File: src/hdl/sae_pkg.sv
`default_nettype none
// ----------------------------------------------------------------------------
// sae_pkg
// Shared types and opcode constants for the SPARC integer ALU execute block.
// ----------------------------------------------------------------------------
package sae_pkg;

   localparam int NumRegs   = 32;
   localparam int RegIdxW   = 5;
   localparam int DataW     = 32;
   localparam int ReqDataW  = 32;
   localparam int RspDataW  = 40;

   localparam logic [1:0] OP_FMT2  = 2'd0;
   localparam logic [1:0] OP_ALU   = 2'd2;
   localparam logic [1:0] OP_MEM   = 2'd3;
   localparam logic [2:0] OP2_SETHI = 3'd4;

   localparam logic [5:0] OP3_ADD  = 6'd0;
   localparam logic [5:0] OP3_AND  = 6'd1;
   localparam logic [5:0] OP3_OR   = 6'd2;
   localparam logic [5:0] OP3_XOR  = 6'd3;
   localparam logic [5:0] OP3_SUB  = 6'd4;
   localparam logic [5:0] OP3_ANDN = 6'd5;
   localparam logic [5:0] OP3_ORN  = 6'd6;
   localparam logic [5:0] OP3_XNOR = 6'd7;
   localparam logic [5:0] OP3_ADDX = 6'd8;
   localparam logic [5:0] OP3_SUBX = 6'd12;

   typedef logic [RegIdxW-1:0] reg_idx_type;
   typedef logic [DataW-1:0]   word_type;

   typedef struct packed {
      logic     wr;
      word_type value;
   } alu_result_type;

   function automatic reg_idx_type rd_of(input word_type ir);
      return ir[29:25];
   endfunction

   function automatic reg_idx_type rs1_of(input word_type ir);
      return ir[18:14];
   endfunction

   function automatic reg_idx_type rs2_of(input word_type ir);
      return ir[4:0];
   endfunction

endpackage
`default_nettype wire

File: src/hdl/sae_alu.sv
`default_nettype none
// ----------------------------------------------------------------------------
// sae_alu
// Decode and compute for SETHI and format-3 ALU operations.
// ----------------------------------------------------------------------------
module sae_alu (
   input  wire  sae_pkg::word_type       instr,
   input  wire                           carry,
   input  wire  sae_pkg::word_type       rs1_value,
   input  wire  sae_pkg::word_type       rs2_value,
   output       sae_pkg::alu_result_type result
);
   import sae_pkg::*;

   logic [1:0] op;
   logic [2:0] op2;
   logic [5:0] op3;
   word_type   opb;
   word_type   cin_w;

   assign op    = instr[31:30];
   assign op2   = instr[24:22];
   assign op3   = instr[24:19];
   assign cin_w = {{(DataW-1){1'b0}}, carry};
   // simm13, sign-extended
   assign opb   = instr[13] ? {{(DataW-13){instr[12]}}, instr[12:0]} : rs2_value;

   always_comb begin
      result.wr    = 1'b0;
      result.value = '0;
      if (op == OP_FMT2) begin
         if (op2 == OP2_SETHI) begin
            result.wr    = 1'b1;
            result.value = {instr[21:0], 10'd0};
         end
      end else if (op == OP_ALU || op == OP_MEM) begin
         result.wr = 1'b1;
         case (op3)
            OP3_ADD:  result.value = rs1_value + opb;
            OP3_AND:  result.value = rs1_value & opb;
            OP3_OR:   result.value = rs1_value | opb;
            OP3_XOR:  result.value = rs1_value ^ opb;
            OP3_SUB:  result.value = rs1_value - opb;
            OP3_ANDN: result.value = rs1_value & ~opb;
            OP3_ORN:  result.value = rs1_value | ~opb;
            OP3_XNOR: result.value = rs1_value ^ ~opb;
            OP3_ADDX: result.value = rs1_value + opb + cin_w;
            OP3_SUBX: result.value = rs1_value - opb - cin_w;
            default: begin
               result.wr    = 1'b0;
               result.value = '0;
            end
         endcase
      end
   end

endmodule
`default_nettype wire

File: src/hdl/sparc_alu_execute.sv
`default_nettype none
// ----------------------------------------------------------------------------
// sparc_alu_execute
// SPARC integer execute stage with a 32 x 32-bit register file.
// ----------------------------------------------------------------------------
// One item is accepted per clock while the result is not stalled. Its result
// item passes from the operand registers into the result register before it
// is presented. The register file is read at the accept edge into operand
// registers, the ALU runs in the next cycle and writes back as the result
// register loads. A write by the item in the ALU cycle is forwarded to the
// item being accepted. r0 reads as zero and is never stored. Per-entry valid
// bits give all-zero after reset, so no clearing pass is needed.
module sparc_alu_execute (
   input  wire                            clock,
   input  wire                            reset,
   input  wire                            req_tvalid,
   output logic                           req_tready,
   input  wire  [sae_pkg::ReqDataW-1:0]   req_tdata,   // [31:0] instruction
   input  wire                            req_tuser,   // [0] carry_in
   output logic                           rsp_tvalid,
   input  wire                            rsp_tready,
   // [4:0] dest_index, [36:5] write_value, [39:37] zero
   output logic [sae_pkg::RspDataW-1:0]   rsp_tdata,
   output logic                           rsp_tuser    // [0] write_enable
);
   import sae_pkg::*;

   word_type       regfile_ff [NumRegs];
   logic [NumRegs-1:0] valid_ff;

   logic           s1_valid_ff;
   word_type       s1_instr_ff;
   logic           s1_carry_ff;
   word_type       rd_a_ff, rd_b_ff;
   logic           vld_a_ff, vld_b_ff;
   logic           fwd_a_ff, fwd_b_ff;

   logic           rsp_valid_ff;
   logic           rsp_we_ff;
   reg_idx_type    rsp_dest_ff;
   word_type       rsp_value_ff;

   logic           advance, accept, wb_en;
   logic           fwd_a_in, fwd_b_in;
   reg_idx_type    rs1_in, rs2_in, s1_rd;
   word_type       opa, opb;
   alu_result_type res;

   assign advance    = s1_valid_ff && (!rsp_valid_ff || rsp_tready);
   assign req_tready = !s1_valid_ff || advance;
   assign accept     = req_tvalid && req_tready;

   assign rs1_in = rs1_of(req_tdata);
   assign rs2_in = rs2_of(req_tdata);
   assign s1_rd  = rd_of(s1_instr_ff);
   assign wb_en  = advance && res.wr && (s1_rd != '0);

   assign fwd_a_in = wb_en && (s1_rd == rs1_in);
   assign fwd_b_in = wb_en && (s1_rd == rs2_in);

   assign opa = fwd_a_ff ? rsp_value_ff : (vld_a_ff ? rd_a_ff : '0);
   assign opb = fwd_b_ff ? rsp_value_ff : (vld_b_ff ? rd_b_ff : '0);

   sae_alu u_alu (
      .instr     (s1_instr_ff),
      .carry     (s1_carry_ff),
      .rs1_value (opa),
      .rs2_value (opb),
      .result    (res)
   );

   always_ff @(posedge clock) begin
      if (wb_en) begin
         regfile_ff[s1_rd] <= res.value;
      end
      if (accept) begin
         rd_a_ff <= regfile_ff[rs1_in];
         rd_b_ff <= regfile_ff[rs2_in];
      end
   end

   always_ff @(posedge clock) begin
      if (reset) begin
         valid_ff <= '0;
      end else if (wb_en) begin
         valid_ff[s1_rd] <= 1'b1;
      end
   end

   always_ff @(posedge clock) begin
      if (reset) begin
         s1_valid_ff <= 1'b0;
      end else if (accept) begin
         s1_valid_ff <= 1'b1;
      end else if (advance) begin
         s1_valid_ff <= 1'b0;
      end
   end

   always_ff @(posedge clock) begin
      if (accept) begin
         s1_instr_ff <= req_tdata;
         s1_carry_ff <= req_tuser;
         vld_a_ff    <= valid_ff[rs1_in];
         vld_b_ff    <= valid_ff[rs2_in];
         fwd_a_ff    <= fwd_a_in;
         fwd_b_ff    <= fwd_b_in;
      end
   end

   always_ff @(posedge clock) begin
      if (reset) begin
         rsp_valid_ff <= 1'b0;
      end else if (advance) begin
         rsp_valid_ff <= 1'b1;
      end else if (rsp_tready) begin
         rsp_valid_ff <= 1'b0;
      end
   end

   always_ff @(posedge clock) begin
      if (advance) begin
         rsp_we_ff    <= res.wr;
         rsp_dest_ff  <= s1_rd;
         rsp_value_ff <= res.value;
      end
   end

   assign rsp_tvalid = rsp_valid_ff;
   assign rsp_tuser  = rsp_we_ff;
   assign rsp_tdata  = {3'd0, rsp_value_ff, rsp_dest_ff};

   // r0 is never stored
   a_r0_never_valid: assert property (@(posedge clock) disable iff (reset)
      !valid_ff[0])
      else $error("r0 marked as written");

   // no write means a zero value
   a_nowrite_zero: assert property (@(posedge clock) disable iff (reset)
      rsp_valid_ff && !rsp_we_ff |-> rsp_value_ff == '0)
      else $error("non-zero value without write");

   // a stalled result blocks a held item, and the held item then blocks input
   a_stall_blocks: assert property (@(posedge clock) disable iff (reset)
      s1_valid_ff && rsp_valid_ff && !rsp_tready |-> !req_tready)
      else $error("input taken while pipeline stalled");

   // forwarding only happens alongside a write-back
   a_fwd_with_wb: assert property (@(posedge clock) disable iff (reset)
      accept && (fwd_a_in || fwd_b_in) |=> rsp_valid_ff && rsp_we_ff)
      else $error("forward without write-back");

endmodule
`default_nettype wire
File: config.mk
export PLATFORM = sky130hd
export DESIGN_NAME = sparc_alu_execute
export DESIGN_NICKNAME = d
export VERILOG_FILES = /design/src/hdl/sae_pkg.sv /design/src/hdl/sae_alu.sv /design/src/hdl/sparc_alu_execute.sv
export SDC_FILE = /design/constraint.sdc
export NUM_CORES = 2
export LEC_CHECK = 0
export ABC_AREA = 1
export BUFFER_PORTS_ARGS = -buffer_cell sky130_fd_sc_hd__buf_2
export CORE_MARGIN = 5
export CORE_UTILIZATION = 44
export DETAILED_ROUTE_END_ITERATION = 6
export SYNTH_ARGS = -nofsm -noshare
export SYNTH_HDL_FRONTEND = slang
export SYNTH_SLANG_ARGS = --single-unit
File: constraint.sdc
create_clock -name clock -period 8.2 [get_ports clock]
set_input_delay 1.23 -clock clock [delete_from_list [all_inputs] [get_ports clock]]
set_output_delay 1.23 -clock clock [all_outputs]
set_load 0.005 [all_outputs]
Word-level counts from Yosys, hierarchy flattened
Memory sizes are Yosys's and may differ from the RTL's. A register that Yosys moved wholly into a read port is not among the register bits.
Index checks and enable logic that the tools add are counted.
- bits in registers: 109
- RAM bits: 1024
- output and inout port bits: 43
- logic and storage cells: 83
- memories: 1
- add/subtract/negate cells: 4
- order comparisons: 4
- equal/unequal tests: 14
- muxes and demuxes: 22
- bitwise operators: 8
- reductions and logical operators: 18
- memory list (memory ; words ; width ; rd ports ; clocked after memory_dff ; write ports ; line ; RTL):
    regfile_ff ; 32 ; 32 ; 2 ; 2 ; 1 ; sparc_alu_execute.sv:28 ; word_type regfile_ff [NumRegs];
- operator list (cell ; count):
    32-bit one-hot mux with 10 select lines ; 1
    32-bit 2-to-1 mux ; 5
    33-bit 2-to-1 mux ; 3
    32-bit bitwise OR ; 3
    32-bit AND ; 2
    32-bit bitwise XOR ; 2
    32-bit by 1-bit adder with 32-bit output ; 1
    32-bit adder ; 1
    32-bit NOT ; 1
    32-bit by 1-bit subtractor with 32-bit output ; 1
    32-bit subtractor ; 1
    6-bit by 3-bit equality test with 1-bit output, second input constant ; 4
    5-bit by 6-bit less-than comparator with 1-bit output, second input constant ; 3
    6-bit by 2-bit equality test with 1-bit output, second input constant ; 2
    6-bit by 4-bit equality test with 1-bit output, second input constant ; 2
    1-bit binary-select mux with 5-bit select ; 2
    5-bit equality test ; 2
    1-bit 2-to-1 mux ; 10
    10-bit OR reduction ; 1
    1-bit logical AND ; 7
    6-bit by 1-bit equality test with 1-bit output, second input constant ; 1
    6-bit zero test ; 1
    1-bit demux with 5-bit select ; 1
    5-bit by 1-bit >= comparator with 1-bit output, second input constant ; 1
    7 further kinds ; 12

Depth between registers and ports, before layout
- word-level depth: 12
- gate-level depth with buffers: 34
- depth with buffers taken out: 31

Hierarchy
From an unflattened synthesis, not the netlist that was laid out.
- cells, all modules: 8628
- area, all modules: 69791.9 µm²
- by module, submodules not included (module ; instances ; cells an instance ; area each (µm²) ; seq. area each (µm²)):
    sparc_alu_execute ; 1 ; 6596 ; 59701.0 ; 35604.1
    sae_alu ; 1 ; 2032 ; 10090.9 ; 0.0

Worst setup path before layout
Ideal clock, no wire load.
- path kind: input -> register
- from: input port rsp_tready
- to: memory regfile_ff[10][0] (netlist name) (enable)
- setup time: 0.423 ns
- arrival: 5.468 ns
- path slack: 2.310 ns
- stages: 6
- cell sequence: inv_1 a21oi_1 o211ai_1 inv_1 nand3_1 nor2_1
- longest elaborated chain between the ends: 6
- RTL lines (element ; line ; RTL):
    start, declared ; sparc_alu_execute.sv:21 ; input wire rsp_tready,
    1-bit logical OR ; sparc_alu_execute.sv:49 ; assign advance = s1_valid_ff && (!rsp_valid_ff || rsp_tready);
    1-bit logical AND ; sparc_alu_execute.sv:49 ;
    net advance ; sparc_alu_execute.sv:43 ; logic advance, accept, wb_en;
    1-bit logical AND (2 in a row) ; sparc_alu_execute.sv:56 ; assign wb_en = advance && res.wr && (s1_rd != '0);
    1-bit 2-to-1 mux ; sparc_alu_execute.sv:73 ; if (wb_en) begin
    1-bit 2-to-1 mux (implied by the code) ; sparc_alu_execute.sv:74 ; regfile_ff[s1_rd] <= res.value;
    end, declared ; sparc_alu_execute.sv:28 ;
The timed path passes the listed nets, and every way through them passes these cells.

==> results.txt <==
Synth async-reset ratio - 0%
CP max-delay cell - nor4_1
multiplexer area fraction after synthesis - 0%
io pins - 80
final WL - 274 mm
Clock Latency Late Sink - 790 ps
clk buf depth - 3
Die Height - 392 um
Required @ worst endpoint - 8600 ps
TritonCTS clock tree - yes
Mapped Avg Cell Area - 9.35 um^2
post_cts resized - 0
first-pass GRT wire length - 387 mm
Max Cap Viol - 0
Synth cell types - 64
post-DP HPWL - 167 mm
Core ar. - 145,000 um^2
Filler cells - 13,270
cell accounting for the most synthesized area - edfxtp_1
CP Max Fanout - 38
share of cells above drive strength 1 - 8.78%
failing checks - design-rule violations
RSZ-0062 raised after global routing - no
Critical Path Source - s1_instr_ff[13]$_DFFE_PP_
setup TNS - 0 ps
Final Skew - 35.1 ps
Setup Viol. Count Final - 0
worst vdd ir - 136 uV
cell count after synthesis - 6,873
largest family of logic cells by synthesized area - compound AO/OA/AOI/OAI gates
drt drc - 1
via count - 58,409
critical path class - flop to flop
total clock buffers created by CTS - 132
nets - 6,837
Clk pin slew, worst setup/hold paths - 60 ps
number of global-route vias before repair - 54,569
fmax - 0.134 GHz
WHS - 458 ps
Critical Path Most Common Cell - nand2_1
warning count from the yosys run - 0
Initial Util - 44.2%
hold_buf cts - 0
simple-gate portion of the synthesized area - 15.5%
GR Overflow Total - 0
final hold violation count - 0
CP endpoint kind - flop
num rows - 140
register area share after synthesis - 55.4%
CP arrival - 7850 ps
post-route ant nets - 0
Detailed Routing Iterations Pass 1 - 7
Sink Count - 1,197
Cell Pwr Density - 214 nW/um^2
post-DR vias/cell - 6.68
Worst-Margin Slew - 1320 ps
initial antenna violation count - 9
ys flop type - edfxtp_1
dpl cell area - 66,800 um^2
Synth Area in XOR/XNOR - 0.989%
number of flops mapped to enable cells by yosys - 1,163
H-Tree Depth - 4
crit share post-route - 90.9%
Total GRT Usage - 34.6%
Die ar. - 154,000 um^2
static leakage - 24.3 nW
Synth area leaders - edfxtp_1 54%, o21ai_0 9.4%, nor2_1 7.6%, o221ai_1 5.3%, nand2_1 3.7%
Synth top area share - 54.3%
post-layout util - 48.8%
number of post-CTS setup repair buffers - 0
Synth Area in Compound Gates - 21.4%
per-cell routed wire length - 31.4 um
slowest cell delay on critical path - 1090 ps
Cell Area, Synth - 64,300 um^2
Worst Setup Start Kind - flop
cell area after layout - 71,000 um^2
worst reg2reg path startpoint - s1_instr_ff[13]$_DFFE_PP_
Hold WC Path Type - flop to flop
First DRT Iteration DRCs - 8,934
overall power - 15.2 mW
Slew Limit Fails - 0
slew margin rel. - 11.5%
Syn-to-layout area delta - 10.4%
Port Buffers - 76
Cell Chain, Critical Path - inv_4 > nor2_2 > a31oi_1 > inv_1 > ha_1 > inv_1 > nand2_1 > nor4_1 > nand3_1 > nand3_1 > nand2_1 > nor2_1 > nand2_1 > nor2_1 > nand3_1 > nand2_1 > nand3_1 > nand2_1 > inv_1 > nand2_1 > nand2_1 > nand2_1
Die Width - 392 um
worst hold start - valid_ff[0]$_SDFFE_PP0P_
Adder-Cell Fraction of Synth Area - 1.37%
largest net degree at the start of global routing - 176
GPL Wtd Cong - 0.990
Root Driver - clkbuf_16
status - finished with violations
flops & latches, synth - 1,197
min cycle time layout - 7460 ps
## registers in the layout, indices dropped and copies added, names as in the netlist, 5 cells and up
register / count
rd_b_ff: 32
s1_instr_ff: 32
rsp_dest_ff: 5
regfile_ff: 1024
rsp_value_ff: 32
valid_ff: 32
rd_a_ff: 32
## power by group
| group | internal [mW] | switching [mW] | total (mW) |
|---|---|---|---|
| logic | 0.581 | 1.86 | 2.44 |
| registers | 6.77 | 0.0834 | 6.85 |
| clock network | 3.44 | 2.50 | 5.94 |
| total | 10.8 | 4.44 | 15.2 |
## layout make-up
class                           count  area (um^2)  area share [%]
Clock inverter                     66          662           0.932
Antenna cell                        1         2.50         0.00352
Timing Repair Buffer              217         1630            2.29
Inverter                          352         1380            1.95
Tap cell                         1917         2400            3.38
Multi-Input combinational cell   4831        25700            36.3
Sequential cell                  1197        35600            50.1
Clock buffer                      169         3590            5.05
## critical path: cells and delay by family, from the launching register on
family                   cells  cell delay [ps]
flip-flops                   1              540
adder cells (fa/ha/maj)      1              370
buffers and inverters        4              780
AND/OR/NAND/NOR             16             5060
AO/OA/AOI/OAI                1              240
## cells in the final DEF, fill, tap and decap left out, drive strengths merged, types with 34 or more instances in the layout
| cell | instances |
|---|---|
| nand3 | 300 |
| o22ai | 98 |
| nor2 | 1331 |
| clkinv | 48 |
| nor3 | 37 |
| o21ai | 1220 |
| ha | 67 |
| conb | 35 |
| nand2 | 663 |
| o221ai | 390 |
| a31oi | 99 |
| clkbuf | 171 |
| a21oi | 263 |
| nand4 | 47 |
| a32oi | 59 |
| dfxtp | 34 |
| buf | 215 |
| inv | 357 |
| xor2 | 52 |
| edfxtp | 1163 |
## through the flow
step | setup WS, ps | instances
after floorplan | 2310 | 6907
after global routing | 530 | 8750
final | 743 | 8750
after global placement | 987 | 8514
after CTS | 1130 | 8749
after detailed placement | 1180 | 8514
## final timing paths
path                                      end  slack, ps  cells past startpoint
hold reg to reg      valid_ff[0]$_SDFFE_PP0P_        460                      2
setup / recovery  regfile_ff[7][30]$_DFFE_PP_        740                     22
setup reg to reg  regfile_ff[7][30]$_DFFE_PP_        740                     22
hold / removal       valid_ff[0]$_SDFFE_PP0P_        460                      2
## synthesized netlist by cell type (6+ instances only)
library cell,count
nand3_2,10
xor2_2,6
o21ba_2,19
nor2_2,23
a221oi_1,14
dfxtp_1,34
nand4_1,46
a32o_1,11
xnor2_1,9
a21oi_2,6
nand2_1,630
inv_1,326
nor3_1,32
a41oi_1,7
o21ai_0,1205
nor2_4,10
a22oi_1,14
nand3b_1,12
buf_1,17
a31oi_1,99
buf_2,25
a21o_1,9
buf_4,9
nand3_1,287
a32oi_1,59
nor2_1,1298
inv_2,18
o21ai_1,14
xor2_1,43
o211ai_1,24
nand2_2,27
edfxtp_1,1163
a21oi_1,257
o2111ai_1,10
nand2_4,6
ha_1,67
clkbuf_1,471
o221ai_1,390
o22ai_1,98
o21bai_1,9
## metal layers
layer | part of all wire (%) | track usage [%]
met3 | 11 | 6.56
met5 | 0.0029 | 0
met4 | 6.5 | 19.6
met2 | 45 | 53.5
met1 | 38 | 45.8
## cells by family after synthesis
logic type      Yosys count
flops                  1197
simple gates           2400
compound gates         2266
xor+xnor                 61
fa+ha+maj                69
buf+inv                 879
other cells               1
Power figures use the tool's default switching activity.
